File: config.mk
export PLATFORM = sky130hd
export DESIGN_NAME = requirement_spec_validator_unit
export DESIGN_NICKNAME = d
export VERILOG_FILES = /design/src/hdl/rsv_pkg.sv /design/src/hdl/rsv_classify.sv /design/src/hdl/rsv_match.sv /design/src/hdl/requirement_spec_validator_unit.sv
export SDC_FILE = /design/constraint.sdc
export NUM_CORES = 1
export LEC_CHECK = 0
export BUFFER_PORTS_ARGS = -buffer_cell sky130_fd_sc_hd__buf_2
export CORE_ASPECT_RATIO = 0.9
export CORE_MARGIN = 3
export CORE_UTILIZATION = 55
export CTS_CLUSTER_DIAMETER = 200
export DETAILED_ROUTE_END_ITERATION = 6
export GPL_TIMING_DRIVEN = 1
export PLACE_DENSITY_LB_ADDON = 0.15
export RECOVER_POWER = 50
export SLEW_MARGIN = 20
export SYNTH_ARGS = -nofsm -noshare
export SYNTH_HDL_FRONTEND = slang
export SYNTH_SLANG_ARGS = --single-unit
File: constraint.sdc
create_clock -name clock -period 3.5 [get_ports clock]
set_input_delay 0.875 -clock clock [delete_from_list [all_inputs] [get_ports clock]]
set_output_delay 0.875 -clock clock [all_outputs]
set_load 0.03 [all_outputs]
File: src/hdl/rsv_pkg.sv
// shared types, codes and constants for the requirement string validator
package rsv_pkg;

   // payload of one input transfer
   typedef struct packed {
      logic [7:0] spec_byte;
      logic       last_byte;
   } req_type;

   // payload of one result transfer
   typedef struct packed {
      logic       safe;
      logic [1:0] reject_cause;
   } rsp_type;

   // character classes of one byte
   typedef struct packed {
      logic alnum_us;
      logic name_char;
      logic extra_char;
      logic op_char;
      logic ver_char;
      logic open_bracket;
      logic close_bracket;
   } char_class_type;

   // recognizer states
   localparam logic [2:0] ST_START     = 3'd0;
   localparam logic [2:0] ST_NAME      = 3'd1;
   localparam logic [2:0] ST_EXT_FIRST = 3'd2;
   localparam logic [2:0] ST_EXT       = 3'd3;
   localparam logic [2:0] ST_AFTER_EXT = 3'd4;
   localparam logic [2:0] ST_OP        = 3'd5;
   localparam logic [2:0] ST_VER       = 3'd6;
   localparam logic [2:0] ST_FAIL      = 3'd7;

   // reject causes
   localparam logic [1:0] CAUSE_NONE     = 2'd0;
   localparam logic [1:0] CAUSE_TOO_LONG = 2'd1;
   localparam logic [1:0] CAUSE_MISMATCH = 2'd2;

   // length limit after reset
   localparam logic [7:0] MAX_LENGTH_RESET = 8'd200;
   localparam logic [7:0] COUNT_MAX        = 8'hFF;

endpackage

File: src/hdl/rsv_classify.sv
// character class decoder for one byte of the requirement string
module rsv_classify (
   input  logic [7:0]                 char_byte,
   output rsv_pkg::char_class_type    char_class
);

   logic is_upper;
   logic is_lower;
   logic is_digit;
   logic is_alnum_us;
   logic is_name;
   logic is_op;

   // basic ranges
   assign is_upper    = (char_byte >= 8'h41) && (char_byte <= 8'h5A);
   assign is_lower    = (char_byte >= 8'h61) && (char_byte <= 8'h7A);
   assign is_digit    = (char_byte >= 8'h30) && (char_byte <= 8'h39);
   assign is_alnum_us = is_upper || is_lower || is_digit || (char_byte == 8'h5F);

   // name chars add '.' and '-'
   assign is_name = is_alnum_us || (char_byte == 8'h2E) || (char_byte == 8'h2D);

   // operator chars < > = ! ~
   assign is_op = (char_byte == 8'h3C) || (char_byte == 8'h3E) || (char_byte == 8'h3D)
               || (char_byte == 8'h21) || (char_byte == 8'h7E);

   // class vector
   always_comb begin
      char_class.alnum_us      = is_alnum_us;
      char_class.name_char     = is_name;
      char_class.extra_char    = is_alnum_us || (char_byte == 8'h2C) || (char_byte == 8'h2D);
      char_class.op_char       = is_op;
      char_class.ver_char      = is_name || is_op || (char_byte == 8'h2B)
                              || (char_byte == 8'h2C) || (char_byte == 8'h2A);
      char_class.open_bracket  = (char_byte == 8'h5B);
      char_class.close_bracket = (char_byte == 8'h5D);
   end

endmodule

File: src/hdl/rsv_match.sv
// recognizer state, byte count and verdict for the string in progress
module rsv_match (
   input  logic                     clock,
   input  logic                     reset,
   input  logic                     step,
   input  logic                     last_byte,
   input  rsv_pkg::char_class_type  char_class,
   input  logic [7:0]               max_length,
   output rsv_pkg::rsp_type         verdict
);

   logic [2:0] state_ff;
   logic [2:0] state_in;
   logic [2:0] state_next;
   logic [7:0] count_ff;
   logic [7:0] count_in;
   logic [7:0] count_next;
   logic       too_long;
   logic       accepted;

   // pattern recognizer transition
   always_comb begin
      case (state_ff)
         rsv_pkg::ST_START: begin
            state_next = char_class.alnum_us ? rsv_pkg::ST_NAME : rsv_pkg::ST_FAIL;
         end
         rsv_pkg::ST_NAME: begin
            if (char_class.name_char) begin
               state_next = rsv_pkg::ST_NAME;
            end else if (char_class.open_bracket) begin
               state_next = rsv_pkg::ST_EXT_FIRST;
            end else if (char_class.op_char) begin
               state_next = rsv_pkg::ST_OP;
            end else begin
               state_next = rsv_pkg::ST_FAIL;
            end
         end
         rsv_pkg::ST_EXT_FIRST: begin
            state_next = char_class.extra_char ? rsv_pkg::ST_EXT : rsv_pkg::ST_FAIL;
         end
         rsv_pkg::ST_EXT: begin
            if (char_class.extra_char) begin
               state_next = rsv_pkg::ST_EXT;
            end else if (char_class.close_bracket) begin
               state_next = rsv_pkg::ST_AFTER_EXT;
            end else begin
               state_next = rsv_pkg::ST_FAIL;
            end
         end
         rsv_pkg::ST_AFTER_EXT: begin
            state_next = char_class.op_char ? rsv_pkg::ST_OP : rsv_pkg::ST_FAIL;
         end
         rsv_pkg::ST_OP, rsv_pkg::ST_VER: begin
            // the optional '=' after an operator is itself a version char
            state_next = char_class.ver_char ? rsv_pkg::ST_VER : rsv_pkg::ST_FAIL;
         end
         default: begin
            state_next = rsv_pkg::ST_FAIL;
         end
      endcase
   end

   // saturating byte count including this byte
   assign count_next = (count_ff == rsv_pkg::COUNT_MAX) ? count_ff : count_ff + 8'd1;

   // verdict for a string ending on this byte
   assign too_long = count_next > max_length;
   assign accepted = (state_next == rsv_pkg::ST_NAME) || (state_next == rsv_pkg::ST_AFTER_EXT)
                  || (state_next == rsv_pkg::ST_VER);

   always_comb begin
      if (too_long) begin
         verdict.reject_cause = rsv_pkg::CAUSE_TOO_LONG;
      end else if (accepted) begin
         verdict.reject_cause = rsv_pkg::CAUSE_NONE;
      end else begin
         verdict.reject_cause = rsv_pkg::CAUSE_MISMATCH;
      end
      verdict.safe = !too_long && accepted;
   end

   // next state: restart after the last byte
   always_comb begin
      state_in = state_ff;
      count_in = count_ff;
      if (step) begin
         if (last_byte) begin
            state_in = rsv_pkg::ST_START;
            count_in = 8'd0;
         end else begin
            state_in = state_next;
            count_in = count_next;
         end
      end
   end

   always_ff @(posedge clock) begin
      if (reset) begin
         state_ff <= rsv_pkg::ST_START;
         count_ff <= 8'd0;
      end else begin
         state_ff <= state_in;
         count_ff <= count_in;
      end
   end

   // a finished string leaves the recognizer at its start
   assert property (@(posedge clock) disable iff (reset)
      step && last_byte |=> (state_ff == rsv_pkg::ST_START) && (count_ff == 8'd0))
      else $error("recognizer not restarted after last byte");

   // the count only moves on a step
   assert property (@(posedge clock) disable iff (reset)
      !step |=> $stable(count_ff) && $stable(state_ff))
      else $error("recognizer moved without a step");

endmodule

File: src/hdl/requirement_spec_validator_unit.sv
// top level of the requirement string validator: input register, recognizer, result register
// a last byte passes the input register, the single recognizer step, then the result register
// throughput: one byte per cycle, set by that step, unless a last byte waits on a held result
// the input register takes a new byte while a result waits, as long as it carries no last byte
// reset is synchronous and active high; it clears both valid bits and the recognizer,
// and sets the length limit to 200
module requirement_spec_validator_unit (
   input  logic              clock,
   input  logic              reset,
   input  logic              req_valid,
   output logic              req_ready,
   input  rsv_pkg::req_type  req_payload,
   output logic              rsp_valid,
   input  logic              rsp_ready,
   output rsv_pkg::rsp_type  rsp_payload,
   input  logic              csr_write_en,
   input  logic [7:0]        csr_write_data
);

   logic                    in_valid_ff;
   logic                    in_valid_in;
   rsv_pkg::req_type        in_data_ff;
   logic                    out_valid_ff;
   logic                    out_valid_in;
   rsv_pkg::rsp_type        out_data_ff;
   logic [7:0]              max_length_ff;
   logic                    step;
   logic                    step_last;
   rsv_pkg::char_class_type char_class;
   rsv_pkg::rsp_type        verdict;

   // a byte moves on unless it ends a string and the result slot is full and not being taken
   assign step      = in_valid_ff && (!in_data_ff.last_byte || !out_valid_ff || rsp_ready);
   assign step_last = step && in_data_ff.last_byte;
   assign req_ready = !in_valid_ff || step;

   // length limit register
   always_ff @(posedge clock) begin
      if (reset) begin
         max_length_ff <= rsv_pkg::MAX_LENGTH_RESET;
      end else if (csr_write_en) begin
         max_length_ff <= csr_write_data;
      end
   end

   // input register
   assign in_valid_in = req_ready ? req_valid : in_valid_ff;

   always_ff @(posedge clock) begin
      if (reset) begin
         in_valid_ff <= 1'b0;
      end else begin
         in_valid_ff <= in_valid_in;
      end
   end

   always_ff @(posedge clock) begin
      if (req_valid && req_ready) begin
         in_data_ff <= req_payload;
      end
   end

   // byte classes and recognizer
   rsv_classify u_classify (
      .char_byte  (in_data_ff.spec_byte),
      .char_class (char_class)
   );

   rsv_match u_match (
      .clock      (clock),
      .reset      (reset),
      .step       (step),
      .last_byte  (in_data_ff.last_byte),
      .char_class (char_class),
      .max_length (max_length_ff),
      .verdict    (verdict)
   );

   // result register
   assign out_valid_in = step_last || (out_valid_ff && !rsp_ready);

   always_ff @(posedge clock) begin
      if (reset) begin
         out_valid_ff <= 1'b0;
      end else begin
         out_valid_ff <= out_valid_in;
      end
   end

   always_ff @(posedge clock) begin
      if (step_last) begin
         out_data_ff <= verdict;
      end
   end

   assign rsp_valid   = out_valid_ff;
   assign rsp_payload = out_data_ff;

   // a string end always loads a result
   assert property (@(posedge clock) disable iff (reset)
      step_last |=> rsp_valid)
      else $error("string end produced no result");

   // the safe flag and the cause agree
   assert property (@(posedge clock) disable iff (reset)
      rsp_valid |-> (rsp_payload.safe == (rsp_payload.reject_cause == rsv_pkg::CAUSE_NONE)))
      else $error("safe flag disagrees with cause");

   // no result right after reset
   assert property (@(posedge clock)
      $past(reset) |-> !rsp_valid)
      else $error("result valid after reset");

   // a waiting result is never overwritten by a new string end
   assert property (@(posedge clock) disable iff (reset)
      rsp_valid && !rsp_ready |-> !step_last)
      else $error("result overwritten while stalled");

endmodule
==> impl_metrics.env, run 1 <==
export IMPL_crit_required_ps=3550
export IMPL_worst_slew_pin_slew_ps=891
export IMPL_gp_congestion=0.895
export IMPL_synth_cells=203
export IMPL_routedWlPerCell_um=14.3
export IMPL_final_util_pct=66.7
export IMPL_layout_commonest_cell="buf_2"
export IMPL_cp_end_kind="register"
export IMPL_chipHeight_um=61.0
export IMPL_fin_tns_setup_ps=0
export IMPL_postCtsSetupRepairBufs=0
export IMPL_hold_buffers=0
export IMPL_fp_dieW_um=67.1
export IMPL_dieArea_um2=4090
export IMPL_layout_nets=257
export IMPL_crit_arrival_ps=3070
export IMPL_setup_violations=0
export IMPL_instances_no_fill=269
export IMPL_grt_pass1_vias=1396
export IMPL_cp_max_fo=9
export IMPL_avgSynthCellArea_um2=9.11
export IMPL_drtPass1Iterations=4
export IMPL_routed_wl_um=3860
export IMPL_diodes=0
export IMPL_ys_seq_area_share_pct=42.2
export IMPL_gr_total_overflow=0
export IMPL_cts_buffers=5
export IMPL_path_class="reg -> reg"
export IMPL_core_um2=3140
export IMPL_ir_drop_v=0.000363
export IMPL_num_rows=19
export IMPL_yosys_warnings=0
export IMPL_setup_ws_ps=472
export IMPL_fillers=255
export IMPL_port_buffer_count=26
export IMPL_cp_slowest_cell="dfxtp_1"
export IMPL_slowest_delay_ps=420
export IMPL_area_growth_pct=13.3
export IMPL_grt_max_degree=19
export IMPL_synth_enable_flop_cells=12
export IMPL_timing_critical_path_mode_cell="ha_1"
export IMPL_rsz0062_at_grt="no"
export IMPL_drt_vias_per_instance=5.93
export IMPL_synth_top_area_cell="dfxtp_1"
export IMPL_slew_headroom_pct=40.3
export IMPL_synth_net_count=234
export IMPL_status="finished clean"
export IMPL_start_util_pct=58.9
export IMPL_worstSkewPairLatency_ps=290
export IMPL_drc=0
export IMPL_ctsResizeCount=0
export IMPL_dp_cells=261
export IMPL_grt_pass1_wl_um=6110
export IMPL_crit_buf_inv=1
export IMPL_fin_crit_sh_pct=86.5
export IMPL_fmax_mhz=330
export IMPL_pre_cts_slack_ps=543
export IMPL_drtIter0Drc=125
export IMPL_clockRootBuffer="clkbuf_8"
export IMPL_final_cell_mix="22 x buf_2, 21 x dfxtp_1, 20 x nor2_1"
export IMPL_hp_class="reg -> reg"
export IMPL_cp_cell_sequence="ha_1 -> and4_1 -> nand4_1 -> buf_4 -> mux2_2 -> ha_1 -> nor2b_1 -> o21ai_0 -> a21oi_1 -> o21bai_1 -> a22oi_1 -> and3b_1"
export IMPL_critPathTopFamily="simple AND/OR/NAND/NOR gates"
export IMPL_ys_types=50
export IMPL_hold_viol=0
export IMPL_drive_above_1_share_pct=15.9
export IMPL_clkTransAtPathRegs_ps=60
export IMPL_finClkSkew_ps=8.71
export IMPL_start_kind="register"
export IMPL_synth_top_area_share_pct=22.7
export IMPL_synthArstFlopShare_pct=0
export IMPL_track_usage_pct=20.3
export IMPL_maxCapViolations=0
export IMPL_cts_tree="done"
export IMPL_io_pin_count=27
export IMPL_leakagePower_nw=0.874
export IMPL_slew_violations=0
export IMPL_dp_hpwl_um=2870
export IMPL_min_period_ps=3030
export IMPL_vias=1596
export IMPL_power_density_nw_per_um2=417
export IMPL_synthTopCellsByArea="dfxtp_1 23%, edfxtp_1 19%, ha_1 6.1%"
export IMPL_ys_flop_type="dfxtp_1"
export IMPL_ys_ff_latch=33
export IMPL_clk_path_buf_depth=2
export IMPL_netlist_area_um2=1850
export IMPL_h_tree_depth=2
export IMPL_antenna_found_initial=0
export IMPL_numClockSinks=33
export IMPL_antenna_left=0
worst paths after layout:
kind / start / slack [ps] / end / cells after the start
worst min register to register: max_length_ff[6]$_SDFFE_PP1P_ / 490 / max_length_ff[6]$_SDFFE_PP1P_ / 2
worst min-delay path: max_length_ff[6]$_SDFFE_PP1P_ / 490 / max_length_ff[6]$_SDFFE_PP1P_ / 2
worst max-delay path: u_match.count_ff[0]$_SDFFE_PP0P_ / 470 / rsp_payload[1]$_SDFFCE_PN0P_ / 12
worst max register to register: u_match.count_ff[0]$_SDFFE_PP0P_ / 470 / rsp_payload[1]$_SDFFCE_PN0P_ / 12
metal layers:
metal	global-route usage [%]	vias up	part of all wire [%]
met5	0	-	0
met4	10.1	0	1.8
met3	6.75	8	9.8
met2	29.3	85	41
met1	27.4	711	47
li1	-	792	-
power breakdown:
group          switching [mW]  internal, mW  leakage [nW]
logic                  0.0509        0.0404         0.529
registers              0.0171         0.416         0.289
clock network           0.137         0.211        0.0552
worst reg2reg max path, cell delays in order, from the launching register on:
cell      delay [ps]
dfxtp_1          420
ha_1             250
and4_1           310
nand4_1          120
buf_4            190
mux2_2           290
ha_1             290
nor2b_1          130
o21ai_0           90
a21oi_1          130
o21bai_1          80
a22oi_1          270
and3b_1          220
layout make-up:
| class | instances | area (um2) | share of cell area (%) |
|---|---|---|---|
| Multi-Input combinational cell | 146 | 972 | 46.4 |
| Timing Repair Buffer | 27 | 133 | 6.33 |
| Clock inverter | 2 | 35.0 | 1.67 |
| Inverter | 13 | 48.8 | 2.33 |
| Tap cell | 42 | 52.6 | 2.51 |
| Sequential cell | 33 | 781 | 37.3 |
| Clock buffer | 6 | 72.6 | 3.46 |
cells in the mapped netlist (2+ instances only):
master and n:
nor4_1 2, dfxtp_1 21, clkbuf_1 7, nor4b_1 2, or2_2 2, a21oi_1 11, a22oi_1 8, nand3b_1 2
or4_1 2, o31ai_1 2, buf_2 2, inv_1 13, and2_1 2, nor2_1 20, xnor2_1 4, a311o_1 2
a21o_1 2, a31oi_1 4, ha_1 9, o21a_1 3, nor3_1 3, nand4_1 4, edfxtp_1 12, o211ai_1 3
nor2b_1 4, mux2i_1 6, nand2_1 17, o21ai_0 7, nand3_1 6
flip-flops by register name (all words and copies together), names as in the netlist:
register	cells
in_valid_ff	1
u_match.state_ff	3
u_match.count_ff	8
rsp_payload	3
in_data_ff	9
max_length_ff	8
rsp_valid	1
per-stage QoR:
step	area [um2]	power (mW)	hold slack (ps)
after floorplan	1850	0.504	460
after global placement	1990	0.527	476
after detailed placement	1990	0.532	482
after CTS	2100	0.876	497
after global routing	2090	0.907	534
final	2090	0.872	494
logic make-up after synthesis:
family / count (synthesis) / share of synthesized area, %
AOI/OAI and AO/OA: 51 / 19.1
xor gates and xnor gates: 4 / 1.89
adders and majority gates: 9 / 6.09
buffers and inverters: 24 / 5.21
DFF: 33 / 42.2
muxes: 7 / 3.86
and+or+nand+nor: 75 / 21.6
Note: power is estimated with default switching activity, not from simulation.
==> inputs of run 2 (changes only) <==
--- a/config.mk
+++ b/config.mk
@@ -6,9 +6,11 @@
 export NUM_CORES = 1
 export LEC_CHECK = 0
 export BUFFER_PORTS_ARGS = -buffer_cell sky130_fd_sc_hd__buf_2
+export CELL_PAD_IN_SITES_DETAIL_PLACEMENT = 1
+export CELL_PAD_IN_SITES_GLOBAL_PLACEMENT = 2
 export CORE_ASPECT_RATIO = 0.9
 export CORE_MARGIN = 3
-export CORE_UTILIZATION = 55
+export CORE_UTILIZATION = 34
 export CTS_CLUSTER_DIAMETER = 200
 export DETAILED_ROUTE_END_ITERATION = 6
 export GPL_TIMING_DRIVEN = 1
==> run 2 against run 1 <==
Net effect:
- sequential share of layout area decreased by 0.42 points
- first-iteration DRC count fell by 42%
- sequential cell count unchanged
- worst hold slack better by 2.5 ps
- sequential power about the same
- die area rose by 55%
- count of clock-buffer cells in the layout decreased by 1
- setup slack got worse by 150 ps
- clock skew down 2.2 ps
==> impl_metrics.env, run 2 (synthesis gave the netlist of run 1 again) <==
export IMPL_worstSkewPairLatency_ps=280
export IMPL_dieArea_um2=6360
export IMPL_finClkSkew_ps=6.49
export IMPL_maxCapViolations=0
export IMPL_fp_dieW_um=83.7
export IMPL_cp_cell_sequence="ha_1 -> and4_1 -> nand4_1 -> mux2_2 -> ha_1 -> nor2b_1 -> o21ai_0 -> a21oi_1 -> o21bai_1 -> a22oi_1 -> and3b_1"
export IMPL_gr_total_overflow=0
export IMPL_crit_required_ps=3530
export IMPL_layout_nets=256
export IMPL_hold_buffers=0
export IMPL_num_rows=24
export IMPL_postCtsSetupRepairBufs=0
export IMPL_fillers=603
export IMPL_slew_violations=0
export IMPL_antenna_left=0
export IMPL_clk_path_buf_depth=2
export IMPL_design_area_um2=2120
export IMPL_slowest_delay_ps=440
export IMPL_layout_commonest_cell="buf_2"
export IMPL_drc=0
export IMPL_rsz0062_at_grt="no"
export IMPL_vias=1593
export IMPL_antenna_found_initial=0
export IMPL_cts_buffers=5
export IMPL_diodes=0
export IMPL_largest_reg_flops=9
export IMPL_slew_headroom_pct=38.3
export IMPL_h_tree_depth=2
export IMPL_final_cell_mix="22 x buf_2, 21 x dfxtp_1, 20 x nor2_1"
export IMPL_chipHeight_um=76.0
export IMPL_placed_area_um2=2010
export IMPL_reg_top3="in_data_ff: 9 flops, max_length_ff: 8 flops, u_match.count_ff: 8 flops"
export IMPL_grt_pass1_wl_um=7600
export IMPL_hp_class="reg -> reg"
export IMPL_pre_cts_slack_ps=371
export IMPL_drtIter0Drc=72
export IMPL_fin_crit_sh_pct=90.7
export IMPL_cp_slowest_cell="dfxtp_1"
export IMPL_core_um2=5040
export IMPL_cp_end_kind="register"
export IMPL_port_buffer_count=26
export IMPL_cp_max_fo=9
export IMPL_start_kind="register"
export IMPL_drive_above_1_share_pct=15.5
export IMPL_drtPass1Iterations=6
export IMPL_status="finished clean"
export IMPL_hold_viol=0
export IMPL_final_util_pct=42.0
export IMPL_grt_pass1_vias=1516
export IMPL_fmax_mhz=315
export IMPL_crit_arrival_ps=3210
export IMPL_regArea_um2=781
export IMPL_clkTransAtPathRegs_ps=70
export IMPL_critPathTopFamily="simple AND/OR/NAND/NOR gates"
export IMPL_min_period_ps=3180
export IMPL_setup_ws_ps=324
export IMPL_grt_max_degree=19
export IMPL_routedWlPerCell_um=15.4
export IMPL_whs_ps=496
export IMPL_timing_critical_path_mode_cell="ha_1"
export IMPL_multiInputGateArea_um2=972
export IMPL_routed_wl_um=4470
export IMPL_top_register="in_data_ff"
export IMPL_gp_congestion=0.932
export IMPL_numClockSinks=33
export IMPL_cts_tree="done"
export IMPL_worst_slew_pin_slew_ps=921
export IMPL_area_growth_pct=14.5
export IMPL_start_util_pct=36.7
export IMPL_track_usage_pct=14.7
export IMPL_dp_hpwl_um=3430
export IMPL_fin_tns_setup_ps=0
export IMPL_crit_buf_inv=0
export IMPL_ir_drop_v=0.000210
export IMPL_clockRootBuffer="clkbuf_8"
export IMPL_path_class="reg -> reg"
export IMPL_drt_vias_per_instance=5.47
export IMPL_power_density_nw_per_um2=414
export IMPL_leakagePower_nw=0.865
export IMPL_io_pin_count=27
export IMPL_setup_violations=0
export IMPL_ctsResizeCount=0
[run 2: changes by cell type in the layout (fill, tap and decap cells not counted), sizes merged]
cell / previous run / this run
buf: 23 / 22
clkinvlp: 0 / 1
clkbuf: 10 / 9
[run 2: power by group]
part	internal, mW	switching (mW)	total [mW]
Combinational	0.0406	0.0510	0.0916
Sequential	0.416	0.0187	0.435
Clock	0.209	0.142	0.351
Total	0.666	0.212	0.878
[run 2: metal layers]
| layer | routed length, um | share of wire (%) | track usage (%) |
|---|---|---|---|
| met5 | 0 | 0 | 0 |
| met4 | 45 | 1.0 | 4.34 |
| met3 | 183 | 4.1 | 3.25 |
| met2 | 2000 | 45 | 21.8 |
| met1 | 2240 | 50 | 21.4 |
[run 2: final timing paths]
check | slack, ps | from | cells after the start | to
max reg2reg | 320 | u_match.count_ff[0]$_SDFFE_PP0P_ | 11 | rsp_payload[1]$_SDFFCE_PN0P_
max | 320 | u_match.count_ff[0]$_SDFFE_PP0P_ | 11 | rsp_payload[1]$_SDFFCE_PN0P_
min reg2reg | 500 | max_length_ff[3]$_SDFFE_PP1P_ | 2 | max_length_ff[3]$_SDFFE_PP1P_
min | 500 | max_length_ff[3]$_SDFFE_PP1P_ | 2 | max_length_ff[3]$_SDFFE_PP1P_
[run 2: layout make-up]
class | count | area share [%]
clock buffers | 5 | 3.25
clock inverters | 3 | 1.95
inverters | 13 | 2.30
multi-input cells | 146 | 45.9
flip-flops and latches | 33 | 36.9
well taps | 65 | 3.84
repair buffers | 26 | 5.91
[run 2: through the flow]
stage,std cells,power [mW]
2_1_floorplan,203,0.504
3_3_place_gp,283,0.530
3_5_place_dp,283,0.536
4_1_cts,291,0.891
5_1_grt,291,0.923
6_report,291,0.878
[run 2: worst register-to-register path, stage by stage, from the launching register on]
cell	delay [ps]
dfxtp_1	440
ha_1	260
and4_1	310
nand4_1	360
mux2_2	420
ha_1	300
nor2b_1	120
o21ai_0	80
a21oi_1	130
o21bai_1	70
a22oi_1	230
and3b_1	210
==> inputs of run 3 (changes only) <==
--- a/config.mk
+++ b/config.mk
@@ -10,13 +10,15 @@
 export CELL_PAD_IN_SITES_GLOBAL_PLACEMENT = 2
 export CORE_ASPECT_RATIO = 0.9
 export CORE_MARGIN = 3
-export CORE_UTILIZATION = 34
+export CORE_UTILIZATION = 35
 export CTS_CLUSTER_DIAMETER = 200
 export DETAILED_ROUTE_END_ITERATION = 6
 export GPL_TIMING_DRIVEN = 1
 export PLACE_DENSITY_LB_ADDON = 0.15
 export RECOVER_POWER = 50
+export SETUP_SLACK_MARGIN = 0.02
 export SLEW_MARGIN = 20
 export SYNTH_ARGS = -nofsm -noshare
 export SYNTH_HDL_FRONTEND = slang
+export SYNTH_HIERARCHICAL = 1
 export SYNTH_SLANG_ARGS = --single-unit
==> run 3 against run 2 <==
Net effect:
- fmax up 19%
- cell count up 4.5%
- count of clock-buffer cells in the layout unchanged
- first-iteration DRC count down 8.3%
- worst hold slack better by 3.9 ps
- clock skew about the same
- critical endpoint is now rsp_payload[1]$_DFFE_PP_
- largest cell class unchanged
==> impl_metrics.env, run 3 <==
export IMPL_num_rows=25
export IMPL_power_density_nw_per_um2=371
export IMPL_clockRootBuffer="clkbuf_8"
export IMPL_top_register="in_data_ff"
export IMPL_drtPass1Iterations=4
export IMPL_rsz0062_at_grt="no"
export IMPL_avgSynthCellArea_um2=9.33
export IMPL_status="finished clean"
export IMPL_hp_class="reg -> reg"
export IMPL_finClkSkew_ps=6.85
export IMPL_start_util_pct=37.1
export IMPL_layout_nets=267
export IMPL_chipHeight_um=77.7
export IMPL_ys_flop_type="dfxtp_1"
export IMPL_core_um2=5380
export IMPL_cp_max_fo=8
export IMPL_synth_enable_flop_cells=12
export IMPL_crit_arrival_ps=2700
export IMPL_r2r_start="in_data_ff[2]$_DFFE_PP_"
export IMPL_reg_top3="in_data_ff: 9 flops, max_length_ff: 8 flops, u_match/count_ff: 8 flops"
export IMPL_grt_pass1_vias=1680
export IMPL_path_class="reg -> reg"
export IMPL_worst_slew_pin_slew_ps=1030
export IMPL_ctsResizeCount=0
export IMPL_track_usage_pct=15.9
export IMPL_diodes=0
export IMPL_gp_congestion=0.836
export IMPL_cp_end_kind="register"
export IMPL_netlist_area_um2=2000
export IMPL_start_kind="register"
export IMPL_synth_net_count=245
export IMPL_postCtsSetupRepairBufs=0
export IMPL_dp_cells=296
export IMPL_fin_crit_sh_pct=76.1
export IMPL_drive_above_1_share_pct=21.5
export IMPL_synthArstFlopShare_pct=0
export IMPL_antenna_left=0
export IMPL_min_period_ps=2660
export IMPL_maxCapViolations=0
export IMPL_largest_reg_flops=9
export IMPL_hold_buffers=0
export IMPL_fin_tns_setup_ps=0
export IMPL_synth_top_area_cell="dfxtp_1"
export IMPL_grt_max_degree=23
export IMPL_grt_pass1_wl_um=8390
export IMPL_io_pin_count=27
export IMPL_drtIter0Drc=66
export IMPL_dieArea_um2=6650
export IMPL_crit_required_ps=3540
export IMPL_final_util_pct=41.2
export IMPL_synth_top_area_share_pct=21.1
export IMPL_ir_drop_v=0.000197
export IMPL_hold_path_endpoint="max_length_ff[5]$_SDFFE_PP0P_"
export IMPL_dp_hpwl_um=3680
export IMPL_synth_cells=214
export IMPL_min_from="max_length_ff[5]$_SDFFE_PP0P_"
export IMPL_h_tree_depth=2
export IMPL_pre_cts_slack_ps=835
export IMPL_synth_most_common_cell="nor2_1"
export IMPL_final_cell_mix="24 x buf_2, 22 x nor2_1, 21 x dfxtp_1"
export IMPL_ys_seq_area_share_pct=39.1
export IMPL_clk_path_buf_depth=2
export IMPL_area_growth_pct=11.0
export IMPL_r2r_end="rsp_payload[1]$_DFFE_PP_"
export IMPL_synthTopCellsByArea="dfxtp_1 21%, edfxtp_1 18%, ha_1 5.6%"
export IMPL_r2r_slack_ps=840
export IMPL_layout_commonest_cell="buf_2"
export IMPL_setup_ws_ps=835
export IMPL_antenna_found_initial=0
export IMPL_ys_ff_latch=33
export IMPL_yosys_warnings=6
export IMPL_slew_violations=0
export IMPL_vias=1585
export IMPL_ys_types=58
export IMPL_worstSkewPairLatency_ps=280
export IMPL_drc=0
export IMPL_hold_viol=0
export IMPL_routed_wl_um=4840
export IMPL_fp_dieW_um=85.6
export IMPL_setup_violations=0
export IMPL_r2r_cells=9
export IMPL_synth_top_cells_by_count="22 x nor2_1, 21 x dfxtp_1, 15 x nand2_1"
export IMPL_fmax_mhz=375
export IMPL_slew_headroom_pct=31.1
export IMPL_gr_total_overflow=0
export IMPL_holdPathStages=2
export IMPL_cts_tree="done"
export IMPL_leakagePower_nw=0.901
export IMPL_port_buffer_count=26
export IMPL_clkTransAtPathRegs_ps=80
export IMPL_drt_vias_per_instance=5.21
export IMPL_numClockSinks=33
export IMPL_cts_buffers=5
export IMPL_routedWlPerCell_um=15.9
export IMPL_instances_no_fill=304
export IMPL_fillers=651
[run 3: cell count changes in the layout (fill, tap and decap cells not counted), moves of 3 or more]
cell,delta
nand2b_1,+6
a21oi_1,+3
a211o_1,+3
a21boi_0,+3
nor3_1,+4
a22oi_1,-8
nand3_1,-3
nor2b_1,+3
[run 3: through the flow]
| step | total power [mW] | hold WS (ps) | instance area (um2) |
|---|---|---|---|
| floorplan | 0.516 | 460 | 2000 |
| global placement | 0.538 | 475 | 2130 |
| detailed placement | 0.547 | 488 | 2130 |
| CTS | 0.834 | 507 | 2220 |
| global route | 0.871 | 552 | 2220 |
| finish | 0.821 | 500 | 2220 |
[run 3: final cells by class]
class                   count  area (um2)  share of cell area, %
clock inverters             3        17.5                  0.791
well taps                  67        83.8                   3.78
multi-input cells         155        1080                   48.6
inverters                  14        52.6                   2.37
repair buffers             27         135                   6.10
flip-flops and latches     33         781                   35.2
clock buffers               5        68.8                   3.11
[run 3: where the power goes]
part / switching [mW] / internal, mW / leakage [nW]
clock: 0.147 / 0.137 / 0.0455
combinational: 0.0541 / 0.0479 / 0.567
sequential: 0.0192 / 0.416 / 0.288
total: 0.220 / 0.601 / 0.901
[run 3: worst max-delay path by stage]
stage | start | to | slack, ps | cells after the start
final | in_data_ff[2]$_DFFE_PP_ | rsp_payload[1]$_DFFE_PP_ | 840 | 9
after global routing | in_data_ff[2]$_DFFE_PP_ | rsp_payload[1]$_DFFE_PP_ | 620 | 9
after CTS | in_data_ff[2]$_DFFE_PP_ | rsp_payload[1]$_DFFE_PP_ | 830 | 9
after detailed placement | in_data_ff[2]$_DFFE_PP_ | rsp_payload[1]$_DFFE_PP_ | 830 | 9
after global placement | in_data_ff[8]$_DFFE_PP_ | rsp_payload[1]$_DFFE_PP_ | 930 | 8
after floorplan | in_data_ff[8]$_DFFE_PP_ | rsp_payload[1]$_DFFE_PP_ | 990 | 9
[run 3: cells by family after synthesis]
logic type	count (synthesis)	synth area share, %
AO/OA/AOI/OAI	52	19.0
XOR/XNOR	4	1.75
adder cells (fa/ha/maj)	9	5.64
buffers and inverters	26	6.95
flip-flops	33	39.1
multiplexers	7	3.63
AND/OR/NAND/NOR	83	23.9
[run 3: layer usage]
layer	track usage, %	part of all wire, %	wire, um
met1	22.2	50	2440
met2	24.7	44	2150
met3	3.72	4.4	212
met4	4.27	0.72	35
met5	0	0	0
[run 3: worst max-delay path: stages, from the launching register on]
cell	delay, ps
edfxtp_1	510
o21a_1	260
nor4b_2	300
a211oi_2	110
o31ai_1	110
inv_1	100
a311o_1	410
a21oi_2	150
mux2_2	350
nor2b_4	120
